<file path="src/hw/rtl/erm_pkg.sv">
`timescale 1ns / 1ps
`default_nettype none
// ----------------------------------------------------------------------------
// Event rate meter package
// Shared widths, command and channel codes, request/result types.
// ----------------------------------------------------------------------------
package erm_pkg;

	localparam int COUNT_BITS = 20;                  // event counter width
	localparam int RATE_W     = 20;                  // published rate field width
	localparam int WIN_W      = 32;                  // window length register width
	localparam int TIME_W     = 64;                  // time and stamp width
	localparam int PROD_W     = COUNT_BITS + WIN_W;  // count * window
	localparam int STEP_W     = $clog2(PROD_W);      // divider step counter width
	localparam int NUM_SRC    = 3;
	localparam int NUM_CH     = 6;
	localparam int CH_W       = $clog2(NUM_CH);
	localparam int APB_AW     = 3;
	localparam int APB_DW     = 32;

	localparam logic [WIN_W-1:0] WIN_RESET = WIN_W'(1000 * 1000);

	// register decode: paddr[2] selects the word
	localparam logic REG_WINDOW = 1'b0;

	localparam logic [CH_W-1:0] CH_CTRL   = CH_W'(0);
	localparam logic [CH_W-1:0] CH_TOUCH  = CH_W'(1);
	localparam logic [CH_W-1:0] CH_MOTION = CH_W'(2);
	localparam logic [CH_W-1:0] CH_POLL   = CH_W'(3);
	localparam logic [CH_W-1:0] CH_FRESH  = CH_W'(4);
	localparam logic [CH_W-1:0] CH_STREAM = CH_W'(5);

	typedef enum logic [1:0] {
		CMD_CHECK  = 2'd0,
		CMD_POLL   = 2'd1,
		CMD_STREAM = 2'd2
	} cmd_t;

	typedef enum logic [1:0] {
		SQ_IDLE,
		SQ_LAUNCH,
		SQ_WAIT
	} seq_state_t;

	typedef enum logic {
		DV_IDLE,
		DV_ITER
	} div_state_t;

	typedef struct packed {
		logic [1:0]        command;
		logic [TIME_W-1:0] now_us;
		logic              ctrl_valid;
		logic [TIME_W-1:0] ctrl_stamp;
		logic              touch_valid;
		logic [TIME_W-1:0] touch_stamp;
		logic              motion_valid;
		logic [TIME_W-1:0] motion_stamp;
		logic [TIME_W-1:0] poll_stamp;
	} in_item_t;

	typedef struct packed {
		logic              window_closed;
		logic [RATE_W-1:0] ctrl_rate;
		logic [RATE_W-1:0] touch_rate;
		logic [RATE_W-1:0] motion_rate;
		logic [RATE_W-1:0] poll_rate;
		logic [RATE_W-1:0] fresh_rate;
		logic [RATE_W-1:0] stream_rate;
	} out_item_t;

	typedef struct packed {
		logic                  done;
		logic [COUNT_BITS-1:0] quot;
	} div_rsp_t;

endpackage : erm_pkg
`default_nettype wire

</file>
<file path="src/hw/rtl/erm_in_if.sv">
`timescale 1ns / 1ps
`default_nettype none
// ----------------------------------------------------------------------------
// Event rate meter request channel
// Valid/ready channel that carries one event or check request.
// ----------------------------------------------------------------------------
interface erm_in_if;
	import erm_pkg::*;

	logic     valid;
	logic     ready;
	in_item_t data;

	modport source (output valid, output data, input ready);
	modport sink   (input valid, input data, output ready);
endinterface : erm_in_if
`default_nettype wire

</file>
<file path="src/hw/rtl/erm_out_if.sv">
`timescale 1ns / 1ps
`default_nettype none
// ----------------------------------------------------------------------------
// Event rate meter result channel
// Valid/ready channel that carries the published rates for each request.
// ----------------------------------------------------------------------------
interface erm_out_if;
	import erm_pkg::*;

	logic      valid;
	logic      ready;
	out_item_t data;

	modport source (output valid, output data, input ready);
	modport sink   (input valid, input data, output ready);
endinterface : erm_out_if
`default_nettype wire

</file>
<file path="src/hw/rtl/erm_apb.sv">
`timescale 1ns / 1ps
`default_nettype none
// ----------------------------------------------------------------------------
// Event rate meter register port
// APB slave holding the window length register.
// ----------------------------------------------------------------------------
module erm_apb (
	input  wire logic                       clk,
	input  wire logic                       arst_n,
	input  wire logic                       psel,
	input  wire logic                       penable,
	input  wire logic                       pwrite,
	input  wire logic [erm_pkg::APB_AW-1:0] paddr,
	input  wire logic [erm_pkg::APB_DW-1:0] pwdata,
	output logic      [erm_pkg::APB_DW-1:0] prdata,
	output logic                            pready,
	output logic      [erm_pkg::WIN_W-1:0]  window_length_us
);
	import erm_pkg::*;

	logic [WIN_W-1:0] window_q;
	logic             wr_en;

	assign pready = 1'b1;
	assign wr_en  = psel && penable && pwrite && (paddr[2] == REG_WINDOW);

	always_ff @(posedge clk or negedge arst_n) begin
		if (!arst_n) begin
			window_q <= WIN_RESET;
		end else if (wr_en) begin
			window_q <= pwdata[WIN_W-1:0];
		end
	end

	always_comb begin
		unique case (paddr[2])
			REG_WINDOW: prdata = APB_DW'(window_q);
			default:    prdata = '0;
		endcase
	end

	assign window_length_us = window_q;

endmodule : erm_apb
`default_nettype wire

</file>
<file path="src/hw/rtl/erm_div.sv">
`timescale 1ns / 1ps
`default_nettype none
// ----------------------------------------------------------------------------
// Event rate meter scaling unit
// Shared unit: one multiply count*window on start, then a restoring divide
// by the elapsed time, one quotient bit per cycle.
// ----------------------------------------------------------------------------
module erm_div (
	input  wire logic                           clk,
	input  wire logic                           arst_n,
	input  wire logic                           start,
	input  wire logic [erm_pkg::COUNT_BITS-1:0] count,
	input  wire logic [erm_pkg::WIN_W-1:0]      win,
	input  wire logic [erm_pkg::TIME_W-1:0]     span,
	output logic                                busy,
	output erm_pkg::div_rsp_t                   rsp
);
	import erm_pkg::*;

	div_state_t            state_q, state_d;
	logic [STEP_W-1:0]     step_q;
	logic [PROD_W-1:0]     dvd_q;
	logic [TIME_W-1:0]     rem_q;
	logic [COUNT_BITS-1:0] quo_q;
	logic [PROD_W-1:0]     prod;
	logic [TIME_W:0]       shifted;
	logic [TIME_W+1:0]     diff;
	logic                  fits;
	logic                  last_step;

	assign prod      = PROD_W'(count) * PROD_W'(win);
	assign shifted   = {rem_q, dvd_q[PROD_W-1]};
	assign diff      = {1'b0, shifted} - {2'b00, span};
	assign fits      = ~diff[TIME_W+1];
	assign last_step = (step_q == '0);

	always_comb begin
		state_d = state_q;
		unique case (state_q)
			DV_IDLE: if (start) state_d = DV_ITER;
			DV_ITER: if (last_step) state_d = DV_IDLE;
			default: state_d = DV_IDLE;
		endcase
	end

	always_comb begin
		busy     = (state_q == DV_ITER);
		rsp.done = (state_q == DV_ITER) && last_step;
		rsp.quot = {quo_q[COUNT_BITS-2:0], fits};
	end

	always_ff @(posedge clk or negedge arst_n) begin
		if (!arst_n) begin
			state_q <= DV_IDLE;
			step_q  <= '0;
		end else begin
			state_q <= state_d;
			if (state_q == DV_IDLE && start) begin
				step_q <= STEP_W'(PROD_W - 1);
			end else if (state_q == DV_ITER && !last_step) begin
				step_q <= step_q - 1'b1;
			end
		end
	end

	// quotient fits COUNT_BITS because span >= window; upper bits drop out
	always_ff @(posedge clk) begin
		if (state_q == DV_IDLE && start) begin
			dvd_q <= prod;
			rem_q <= '0;
			quo_q <= '0;
		end else if (state_q == DV_ITER) begin
			dvd_q <= {dvd_q[PROD_W-2:0], 1'b0};
			rem_q <= fits ? diff[TIME_W-1:0] : shifted[TIME_W-1:0];
			quo_q <= rsp.quot;
		end
	end

endmodule : erm_div
`default_nettype wire

</file>
<file path="src/hw/rtl/multi_channel_event_rate_meter_top.sv">
`timescale 1ns / 1ps
`default_nettype none
// ----------------------------------------------------------------------------
// Six-channel event rate meter
// Counts source updates, polls, fresh polls and stream events; on window
// close scales each count by window/elapsed and publishes the six rates.
// ----------------------------------------------------------------------------
// Timing: a request that does not close a window gives its result in the
//   cycle after acceptance. A closing check is scaled channel by channel by
//   the shared divider (a launch step with the multiply, 52 quotient steps each).
// Throughput: one request at a time; a new request may be taken while the
//   result of the previous one is being taken.
// Reset: asynchronous; clears all counters, stamps and rates, no sweep.
module multi_channel_event_rate_meter_top (
	input  wire logic                       clk,
	input  wire logic                       arst_n,
	erm_in_if.sink                          req,
	erm_out_if.source                       result,
	input  wire logic                       psel,
	input  wire logic                       penable,
	input  wire logic                       pwrite,
	input  wire logic [erm_pkg::APB_AW-1:0] paddr,
	input  wire logic [erm_pkg::APB_DW-1:0] pwdata,
	output logic      [erm_pkg::APB_DW-1:0] prdata,
	output logic                            pready
);
	import erm_pkg::*;

	seq_state_t            state_q, state_d;
	logic [CH_W-1:0]       idx_q;
	logic [COUNT_BITS-1:0] cnt_q [NUM_CH];
	logic [COUNT_BITS-1:0] pub_q [NUM_CH];
	logic [TIME_W-1:0]     last_src_q [NUM_SRC];
	logic [TIME_W-1:0]     last_poll_q;
	logic [TIME_W-1:0]     begin_q;
	logic                  started_q;
	logic [TIME_W-1:0]     span_q;
	logic                  out_valid_q;
	logic                  closed_q;

	logic [WIN_W-1:0]      window_length_us;
	logic [WIN_W-1:0]      win_eff;
	logic                  accept;
	logic                  is_check;
	logic [TIME_W-1:0]     begin_eff;
	logic [TIME_W-1:0]     span_w;
	logic                  close_w;
	logic                  src_valid [NUM_SRC];
	logic [TIME_W-1:0]     src_stamp [NUM_SRC];
	logic [NUM_SRC-1:0]    src_hit;
	logic                  fresh_w;
	logic                  div_start;
	logic                  div_busy;
	div_rsp_t              div_rsp;
	logic                  last_ch;
	logic                  cnt_all_zero;

	function automatic logic [COUNT_BITS-1:0] sat_inc(input logic [COUNT_BITS-1:0] v);
		sat_inc = (&v) ? v : v + 1'b1;
	endfunction

	erm_apb u_apb (
		.clk              (clk),
		.arst_n           (arst_n),
		.psel             (psel),
		.penable          (penable),
		.pwrite           (pwrite),
		.paddr            (paddr),
		.pwdata           (pwdata),
		.prdata           (prdata),
		.pready           (pready),
		.window_length_us (window_length_us)
	);

	erm_div u_div (
		.clk    (clk),
		.arst_n (arst_n),
		.start  (div_start),
		.count  (cnt_q[idx_q]),
		.win    (win_eff),
		.span   (span_q),
		.busy   (div_busy),
		.rsp    (div_rsp)
	);

	// zero window behaves as one microsecond
	assign win_eff = (window_length_us == '0) ? WIN_W'(1) : window_length_us;

	assign src_valid[0] = req.data.ctrl_valid;
	assign src_valid[1] = req.data.touch_valid;
	assign src_valid[2] = req.data.motion_valid;
	assign src_stamp[0] = req.data.ctrl_stamp;
	assign src_stamp[1] = req.data.touch_stamp;
	assign src_stamp[2] = req.data.motion_stamp;

	always_comb begin
		for (int s = 0; s < NUM_SRC; s++) begin
			src_hit[s] = src_valid[s] && (src_stamp[s] != last_src_q[s]);
		end
	end

	assign is_check  = (req.data.command == CMD_CHECK);
	assign begin_eff = started_q ? begin_q : req.data.now_us;
	assign span_w    = req.data.now_us - begin_eff;
	assign close_w   = is_check && (span_w >= TIME_W'(win_eff));
	assign fresh_w   = (req.data.poll_stamp != last_poll_q);
	assign accept    = req.valid && req.ready;
	assign last_ch   = (idx_q == CH_STREAM);

	always_comb begin
		cnt_all_zero = 1'b1;
		for (int c = 0; c < NUM_CH; c++) begin
			if (cnt_q[c] != '0) cnt_all_zero = 1'b0;
		end
	end

	// sequencer: next state
	always_comb begin
		state_d = state_q;
		unique case (state_q)
			SQ_IDLE:   if (accept && close_w) state_d = SQ_LAUNCH;
			SQ_LAUNCH: state_d = SQ_WAIT;
			SQ_WAIT: begin
				if (div_rsp.done) state_d = last_ch ? SQ_IDLE : SQ_LAUNCH;
			end
			default:   state_d = SQ_IDLE;
		endcase
	end

	// sequencer: outputs
	always_comb begin
		req.ready = (state_q == SQ_IDLE) && (!out_valid_q || result.ready);
		div_start = (state_q == SQ_LAUNCH);
	end

	always_ff @(posedge clk or negedge arst_n) begin
		if (!arst_n) begin
			state_q <= SQ_IDLE;
		end else begin
			state_q <= state_d;
		end
	end

	always_ff @(posedge clk or negedge arst_n) begin
		if (!arst_n) begin
			idx_q       <= '0;
			last_poll_q <= '0;
			begin_q     <= '0;
			started_q   <= 1'b0;
			span_q      <= '0;
			out_valid_q <= 1'b0;
			closed_q    <= 1'b0;
			for (int c = 0; c < NUM_CH; c++) begin
				cnt_q[c] <= '0;
				pub_q[c] <= '0;
			end
			for (int s = 0; s < NUM_SRC; s++) begin
				last_src_q[s] <= '0;
			end
		end else if (accept) begin
			out_valid_q <= !close_w;
			closed_q    <= 1'b0;
			idx_q       <= CH_CTRL;
			unique case (cmd_t'(req.data.command))
				CMD_CHECK: begin
					started_q <= 1'b1;
					span_q    <= span_w;
					if (!started_q || close_w) begin
						begin_q <= req.data.now_us;
					end
					for (int s = 0; s < NUM_SRC; s++) begin
						if (src_hit[s]) begin
							last_src_q[s] <= src_stamp[s];
							cnt_q[s]      <= sat_inc(cnt_q[s]);
						end
					end
				end
				CMD_POLL: begin
					cnt_q[CH_POLL] <= sat_inc(cnt_q[CH_POLL]);
					if (fresh_w) cnt_q[CH_FRESH] <= sat_inc(cnt_q[CH_FRESH]);
					last_poll_q <= req.data.poll_stamp;
				end
				CMD_STREAM: begin
					cnt_q[CH_STREAM] <= sat_inc(cnt_q[CH_STREAM]);
				end
				default: ;
			endcase
		end else if (state_q == SQ_WAIT && div_rsp.done) begin
			// publish this channel, clear its count, advance
			pub_q[idx_q] <= div_rsp.quot;
			cnt_q[idx_q] <= '0;
			if (last_ch) begin
				idx_q       <= CH_CTRL;
				out_valid_q <= 1'b1;
				closed_q    <= 1'b1;
			end else begin
				idx_q <= idx_q + 1'b1;
			end
		end else if (result.ready) begin
			out_valid_q <= 1'b0;
		end
	end

	assign result.valid              = out_valid_q;
	assign result.data.window_closed = closed_q;
	assign result.data.ctrl_rate     = RATE_W'(pub_q[CH_CTRL]);
	assign result.data.touch_rate    = RATE_W'(pub_q[CH_TOUCH]);
	assign result.data.motion_rate   = RATE_W'(pub_q[CH_MOTION]);
	assign result.data.poll_rate     = RATE_W'(pub_q[CH_POLL]);
	assign result.data.fresh_rate    = RATE_W'(pub_q[CH_FRESH]);
	assign result.data.stream_rate   = RATE_W'(pub_q[CH_STREAM]);

	// a closing check hands off to the divider on the next cycle
	a_close_launch: assert property (@(posedge clk) disable iff (!arst_n)
		accept && close_w |=> state_q == SQ_LAUNCH)
		else $error("closing check did not start scaling");

	// no result may be shown while a division is in flight
	a_no_result_busy: assert property (@(posedge clk) disable iff (!arst_n)
		div_busy |-> !out_valid_q)
		else $error("result valid during division");

	// a published window leaves every counter cleared
	a_counts_cleared: assert property (@(posedge clk) disable iff (!arst_n)
		$rose(out_valid_q) && closed_q |-> cnt_all_zero && started_q)
		else $error("counters not cleared at window close");

	// the divider is only started from the launch step, and never while busy
	a_start_idle: assert property (@(posedge clk) disable iff (!arst_n)
		div_start |-> !div_busy && idx_q <= CH_STREAM)
		else $error("divider started while busy");

endmodule : multi_channel_event_rate_meter_top
`default_nettype wire
</file>
<file path="src/flat_wrapper.sv">
// flat-port wrapper written by rule: the top's interface ports become plain ports
module multi_channel_event_rate_meter_top_flat import erm_pkg::*;
  (clk, arst_n, psel, penable, pwrite, paddr, pwdata, prdata, pready, req_valid, req_data, req_ready, result_valid, result_data, result_ready);
  erm_in_if req_i ();
  erm_out_if result_i ();
  input  wire logic clk;
  input  wire logic arst_n;
  input  wire logic psel;
  input  wire logic penable;
  input  wire logic pwrite;
  input  wire logic [erm_pkg::APB_AW-1:0] paddr;
  input  wire logic [erm_pkg::APB_DW-1:0] pwdata;
  output logic      [erm_pkg::APB_DW-1:0] prdata;
  output logic pready;
  input wire logic [$bits(req_i.valid)-1:0] req_valid;
  input wire logic [$bits(req_i.data)-1:0] req_data;
  output wire logic [$bits(req_i.ready)-1:0] req_ready;
  output wire logic [$bits(result_i.valid)-1:0] result_valid;
  output wire logic [$bits(result_i.data)-1:0] result_data;
  input wire logic [$bits(result_i.ready)-1:0] result_ready;
  assign req_i.valid = req_valid;
  assign req_i.data = req_data;
  assign req_ready = req_i.ready;
  assign result_valid = result_i.valid;
  assign result_data = result_i.data;
  assign result_i.ready = result_ready;
  multi_channel_event_rate_meter_top u_core (.clk(clk), .arst_n(arst_n), .req(req_i), .result(result_i), .psel(psel), .penable(penable), .pwrite(pwrite), .paddr(paddr), .pwdata(pwdata), .prdata(prdata), .pready(pready));
endmodule
</file>
<file path="config.mk">
export PLATFORM = sky130hd
export DESIGN_NAME = multi_channel_event_rate_meter_top_flat
export DESIGN_NICKNAME = d
export VERILOG_FILES = /design/src/hw/rtl/erm_pkg.sv /design/src/hw/rtl/erm_in_if.sv /design/src/hw/rtl/erm_out_if.sv /design/src/hw/rtl/erm_apb.sv /design/src/hw/rtl/erm_div.sv /design/src/hw/rtl/multi_channel_event_rate_meter_top.sv /design/src/flat_wrapper.sv
export SDC_FILE = /design/constraint.sdc
export NUM_CORES = 2
export LEC_CHECK = 0
export BUFFER_PORTS_ARGS = -buffer_cell sky130_fd_sc_hd__buf_4
export CAP_MARGIN = 30
export CORE_UTILIZATION = 41
export DETAILED_ROUTE_END_ITERATION = 8
export SYNTH_ARGS = -nofsm -noshare
export SYNTH_HDL_FRONTEND = slang
export SYNTH_SLANG_ARGS = --single-unit
</file>
<file path="constraint.sdc">
create_clock -name clk -period 25.4 [get_ports clk]
set_clock_uncertainty 0.05 [all_clocks]
set_input_delay 1.27 -clock clk [delete_from_list [all_inputs] [get_ports clk]]
set_output_delay 1.27 -clock clk [all_outputs]
set_load 0.02 [all_outputs]
</file>
# Yosys cells after proc, flatten, opt, wreduce, memory -nomap -nowiden
# Index checks and enable logic that the tools add are counted.
# Widths: inputs -> output; s select.
[totals]
ff_bits = 806
output_inout_bits = 156
wordCells = 172
[op_classes]
bitwise_logic = 7
eq_ne = 25
n_mul = 1
reduce_logical = 52
magnitude_cmp = 3
addsub = 10
muxes = 45
[ops]
columns = ["cell", "n"]
rows = [
  ["$mux 20", 14],
  ["$ne 64x64->1", 4],
  ["$mux 120", 2],
  ["$mux 64", 2],
  ["$add 20x1->20 const B", 6],
  ["$and 120x120->120", 1],
  ["$bwmux 120", 1],
  ["$not 120->120", 1],
  ["$reduce_and 20->1", 6],
  ["$mux 52", 2],
  ["$sub 65x64->66", 1],
  ["$ge 64x32->1", 1],
  ["$mux 32", 2],
  ["$sub 64x64->64", 1],
  ["$bmux 20 s3", 1],
  ["$demux 20 s3", 1],
  ["$mux 60", 1],
  ["$mul 20x32->52", 1],
  ["$mux 40", 1],
  ["$logic_not 32->1", 1],
  ["$ne 2x2->1 const B", 13],
  ["$reduce_and 3->1", 6],
  ["$reduce_and 4->1", 4],
  ["$logic_and 1x1->1", 15],
  ["other kinds (24)", 55],
]

# Depth between registers and ports, before layout
[depth]
ltp_word = 9
mapped_depth = 36

# Hierarchy
# A second synthesis with hierarchy kept.
[hier_totals]
cells_unflattened = 7328
area_unflattened_um2 = 67999.0
[by_module_without_submodules]
columns = ["module", "area_each_um2", "n_inst", "cells_each"]
rows = [
  ["multi_channel_event_rate_meter_top", 36321.1, 1, 3616],
  ["erm_div", 30115.1, 1, 3607],
  ["erm_apb", 1562.7, 1, 105],
]

# Worst setup path after synthesis
# No wires, ideal clock.
[synth_path]
path_kind = "reg-to-reg"
from = "register u_core.idx_q[0]"
to = "register u_core.u_div.dvd_q[43] (data pin)"
path_slack_ns = 15.982
n_path_buf = 5
period_less_slack_ns = 9.418
required_ns = 25.085
stages_incl_launch_ff = 34
arrival_ns = 9.103
setup_ns = 0.265
path_cell_list = "dfrtp_1 -> clkbuf_1 -> clkbuf_1 -> clkbuf_1 -> buf_1 -> mux2i_1 -> o22a_1 -> clkbuf_1 -> nor2_1 -> fa_1 -> fa_1 -> inv_1 -> fa_1 -> inv_1 -> fa_1 -> inv_1 -> fa_1 -> inv_1 -> fa_1 -> inv_1 -> fa_1 -> inv_1 -> ha_1 -> and2_1 -> and3_1 -> nand3_1 -> a2111oi_0 -> o2111ai_1 -> a21oi_1 -> o21a_1 -> o21a_1 -> o21bai_1 -> and4_1 -> or3_1"
[synth_via]
elab_chain_cells = 6
[synth_rtl]
columns = ["item", "line_no", "source"]
rows = [
  ["start, declared", "multi_channel_event_rate_meter_top.sv:30", "logic [CH_W-1:0] idx_q;"],
  ["start signal, assigned", "multi_channel_event_rate_meter_top.sv:197", "idx_q <= idx_q + 1'b1;"],
  ["$not 3->4 (not written as such)", "multi_channel_event_rate_meter_top.sv:79", ".count (cnt_q[idx_q]),"],
  ["$bmux 20 s3", "multi_channel_event_rate_meter_top.sv:79", ""],
  ["$mux 20 (not written as such) (2 in a row)", "multi_channel_event_rate_meter_top.sv:79", ""],
  ["$mul 20x32->52", "erm_div.sv:31", "assign prod = PROD_W'(count) * PROD_W'(win);"],
  ["$mux 52", "erm_div.sv:68", "if (state_q == DV_IDLE && start) begin"],
  ["end signal, assigned", "erm_div.sv:69", "dvd_q <= prod;"],
  ["end signal, assigned", "erm_div.sv:73", "dvd_q <= {dvd_q[PROD_W-2:0], 1'b0};"],
  ["end, declared", "erm_div.sv:22", "logic [PROD_W-1:0] dvd_q;"],
]
# No other way between the ends. The select of a mux whose other input is x is not followed.
# A chain may end at the register's enable or synchronous reset.

# Worst setup path in the final report
[layout_path]
from = "register u_core.idx_q[0]"
to = "register u_core.u_div.dvd_q[47] (data pin)"
# Same word-level chain as after synthesis.

==> impl_results.md <==
- Grt ovf: 0
- CP arrival: 10.71 ns
- Syn Nets: around 8300
- Reg2reg end: u_core.u_div.dvd_q[47]$_DFFE_PP_
- Post-layout util: a little under half
- DR vias: about 53000
- Slowest CP cell: buf_4
- Layout Area Growth over Synthesis: 14.7%
- Worst min-delay path class: reg2reg
- DRC viols: 0
- Sequential fraction of the synthesis area: just over 30%
- Max cap viols: 0
- Die Ht: just over 400 um
- RSZ-0062 raised after global routing: no
- Share of the synthesized area in the top cell type: between 20% and 30%
- Tot Pwr: 3470 uW
- Post-synthesis cell type with the largest combined area: dfrtp_1
- Reg2reg path depth: 32
- Commonest cells post-synth: 918 x nand2_1, 745 x inv_1, 664 x dfrtp_1
- Die ar.: approximately 0.16 sq mm
- Post-Synthesis Cells: between 7000 and 8000
- RR Startpoint: u_core.idx_q[0]$_DFFE_PN0P_
- Initial Utilization: between 40% and 50%
- Routed len/inst: 20.6 um
- Vias in the first global route: ~54000
- Asr flop ratio synth: 83.3%
- Avg Cell Area, Syn: ~9.4 sq um
- H-tree depth: 3
- DP Area: slightly above 0.07 sq mm
- Core area: between 0.15 and 0.2 sq mm
- I/O pin count: ~520
- Maximum VDD drop: just under 0.06 mV
- Die W: 404 um
- All-Layer GR Usage: 24.5%
- Worst Tran Pin Value: approximately 1.0 ns
- Top post-synthesis cells by area: dfrtp_1 25%, fa_1 16%, mux2_2 6.7%, ha_1 6.2%, nand2_1 5.2%
- Post-synth EDFFs: 52
- Share of the clock period used by the worst path after layout: around two fifths
- Synthesized area: 0.0664 sq mm
- Min Tclk post-route: between 10 and 15 ns
- DRT iter0 DRCs: about 3400
- Slew Limit Fails: 0
- Max Clk Rate: 96.6 MHz
- YS warnings: 0
- Relative slew slack: a little under a third
- Final wirelength: ~200 mm
- Layout cells sized above 1: between 10% and 20%
- Clk buf depth: 3
- Worst path required time: 25.76 ns
- First-pass GRT wire length: ~310 mm
- Post-detail-place hpwl: between 100 and 150 mm
- Top-count cell post-synth: nand2_1
- Startpoint Class: register
- Yosys cell types: just under 100
- Crit-path max FO: 55
- Root Driver: clkbuf_16
- R2R setup slack: ~15 ns
- DR pass1 iterations: 6
- Seq cells post-synth: between 800 and 900
- Critical Path Sink Type: register
- Pwr dens: roughly 46 mW/mm^2
- Crit path to: u_core.u_div.dvd_q[47]$_DFFE_PP_
- Reg area: roughly 0.02 sq mm
- Filler Cell Count: 15300
- Inserted Diodes: 0
- Clock transition at the registers of the reported paths: roughly 0.060 ns
- CTS tree: yes
- Final ANT Viol Nets: 0
- Total Nets Final: 8691
- Post-cts hold buffer count: 0
- Vias per inst: 5.46
- Final Hold Vio Count: 0
- Final non-filler cell total: 9703
- Cts bufs inserted: about 100
- Worst setup path start: u_core.idx_q[0]$_DFFE_PN0P_
- Largest net degree at the start of global routing: around 170
- Placer Congestion: around 0.90
- Setup bufs post-CTS: 0
- Clk sink count: between 800 and 900
- Post_cts resized: 0
- Final instance area: 0.0761 sq mm
- Leak Pwr: approximately 0.036 uW
- Critical path's largest stage delay: 0.69 ns
- Outcome: finished, final reports clean
- Kind of critical path: reg2reg
- Antenna violations before repair: 2
- Port buffer count: between 500 and 600
- Final setup violation count: 0
- Top FF cell, synth: dfrtp_1
- Multi-input gate area: 0.0423 sq mm
- Setup total negative slack: 0 ns
- DP Cell Count: ~9500
- Clk_lat worst skew: between 0.7 and 0.8 ns
- Row Count: between 100 and 150
## routing by layer
layer / part of all wire, % / vias to the layer above / GRT usage (%)
li1: - / 24600 / -
met1: 41 / 26700 / 30.9
met2: 49 / 1353 / 41.7
met3: 6.2 / 318 / 5.04
met4: 3.4 / 4 / 8.02
met5: 0.0090 / - / 0
## per-stage QoR
step	hold slack, ns	setup slack [ns]
after floorplan	0.390	15.98
after global placement	0.402	15.13
after detailed placement	0.412	15.11
after CTS	0.422	15.07
after global routing	0.451	14.57
final	0.427	15.05
## worst min-delay path by stage
stage,startpoint,to,cells after the start
2_1_floorplan,u_core.u_div.rem_q[16]$_SDFFE_PP0P_,u_core.u_div.rem_q[16]$_SDFFE_PP0P_,2
3_3_place_gp,u_core.u_div.rem_q[16]$_SDFFE_PP0P_,u_core.u_div.rem_q[16]$_SDFFE_PP0P_,2
3_5_place_dp,u_core.u_div.rem_q[20]$_SDFFE_PP0P_,u_core.u_div.rem_q[20]$_SDFFE_PP0P_,2
4_1_cts,u_core.u_div.rem_q[20]$_SDFFE_PP0P_,u_core.u_div.rem_q[20]$_SDFFE_PP0P_,2
5_1_grt,u_core.u_div.rem_q[20]$_SDFFE_PP0P_,u_core.u_div.rem_q[20]$_SDFFE_PP0P_,2
6_report,u_core.u_div.rem_q[20]$_SDFFE_PP0P_,u_core.u_div.rem_q[20]$_SDFFE_PP0P_,2
## placed cells by master (no fill, tap or decap), types with 55 or more instances in the layout
cell type,count
o21ai_0,379
a21oi_1,256
ha_1,328
and3_1,59
nand3_2,59
buf_4,619
and2_1,132
dfxtp_1,83
mux2i_1,99
a21o_1,127
nand2_1,915
fa_1,538
dfrtp_1,661
nand3_1,186
nand4_1,180
clkbuf_16,104
xor2_1,95
mux2_2,395
nor3_1,55
nor2_1,411
inv_1,744
xnor2_1,311
## report_power, final
group          internal, uW  total (uW)  switching [uW]
Combinational           206         613             408
Sequential             1320        1350            28.8
Clock                   885        1510             621
Total                  2410        3470            1060
## cell type report
cell class / instances / share of cell area [%]
multi-input combinational: 5161 / 55.5
sequential: 806 / 26.3
timing repair buffer: 625 / 6.25
clock buffer: 150 / 3.90
inverter: 763 / 3.76
tap: 2160 / 3.55
clock inverter: 38 / 0.707
## cells by family (layout without fill, tap and decap cells)
group / count (synthesis) / after routing / synth area share (%)
flip-flops: 806 / 806 / 30.2
buffers and inverters: 1121 / 1576 / 6.47
adder cells (fa/ha/maj): 866 / 866 / 22.4
AND/OR/NAND/NOR: 2190 / 2190 / 15.7
multiplexers: 509 / 509 / 8.69
other: 1 / 1 / 0.00565
AO/OA/AOI/OAI: 1189 / 1189 / 11.3
XOR/XNOR: 406 / 406 / 5.36
## critical path, delay by kind of cell, from the launching register on
family                   cells  cell delay (ns)
XOR/XNOR                     1             0.14
AO/OA/AOI/OAI                7             2.26
AND/OR/NAND/NOR              5             0.78
flip-flops                   1             0.34
multiplexers                 1             0.65
buffers and inverters       10             1.89
adder cells (fa/ha/maj)      8             3.86
## state kept, by name (all words and copies together) (netlist names)
name,cells
u_core.cnt_q,120
u_core.u_div.dvd_q,52
u_core.u_div.step_q,6
u_core.started_q,1
u_core.idx_q,3
u_core.u_apb.window_length_us,32
u_core.state_q,2
u_core.result.data,120
u_core.closed_q,1
u_core.u_div.rem_q,64
u_core.span_q,64
u_core.last_poll_q,64
u_core.u_div.busy,1
u_core.begin_q,64
u_core.last_src_q,192
u_core.u_div.quo_q,19
u_core.result.valid,1
Power figures use the tool's default switching activity.
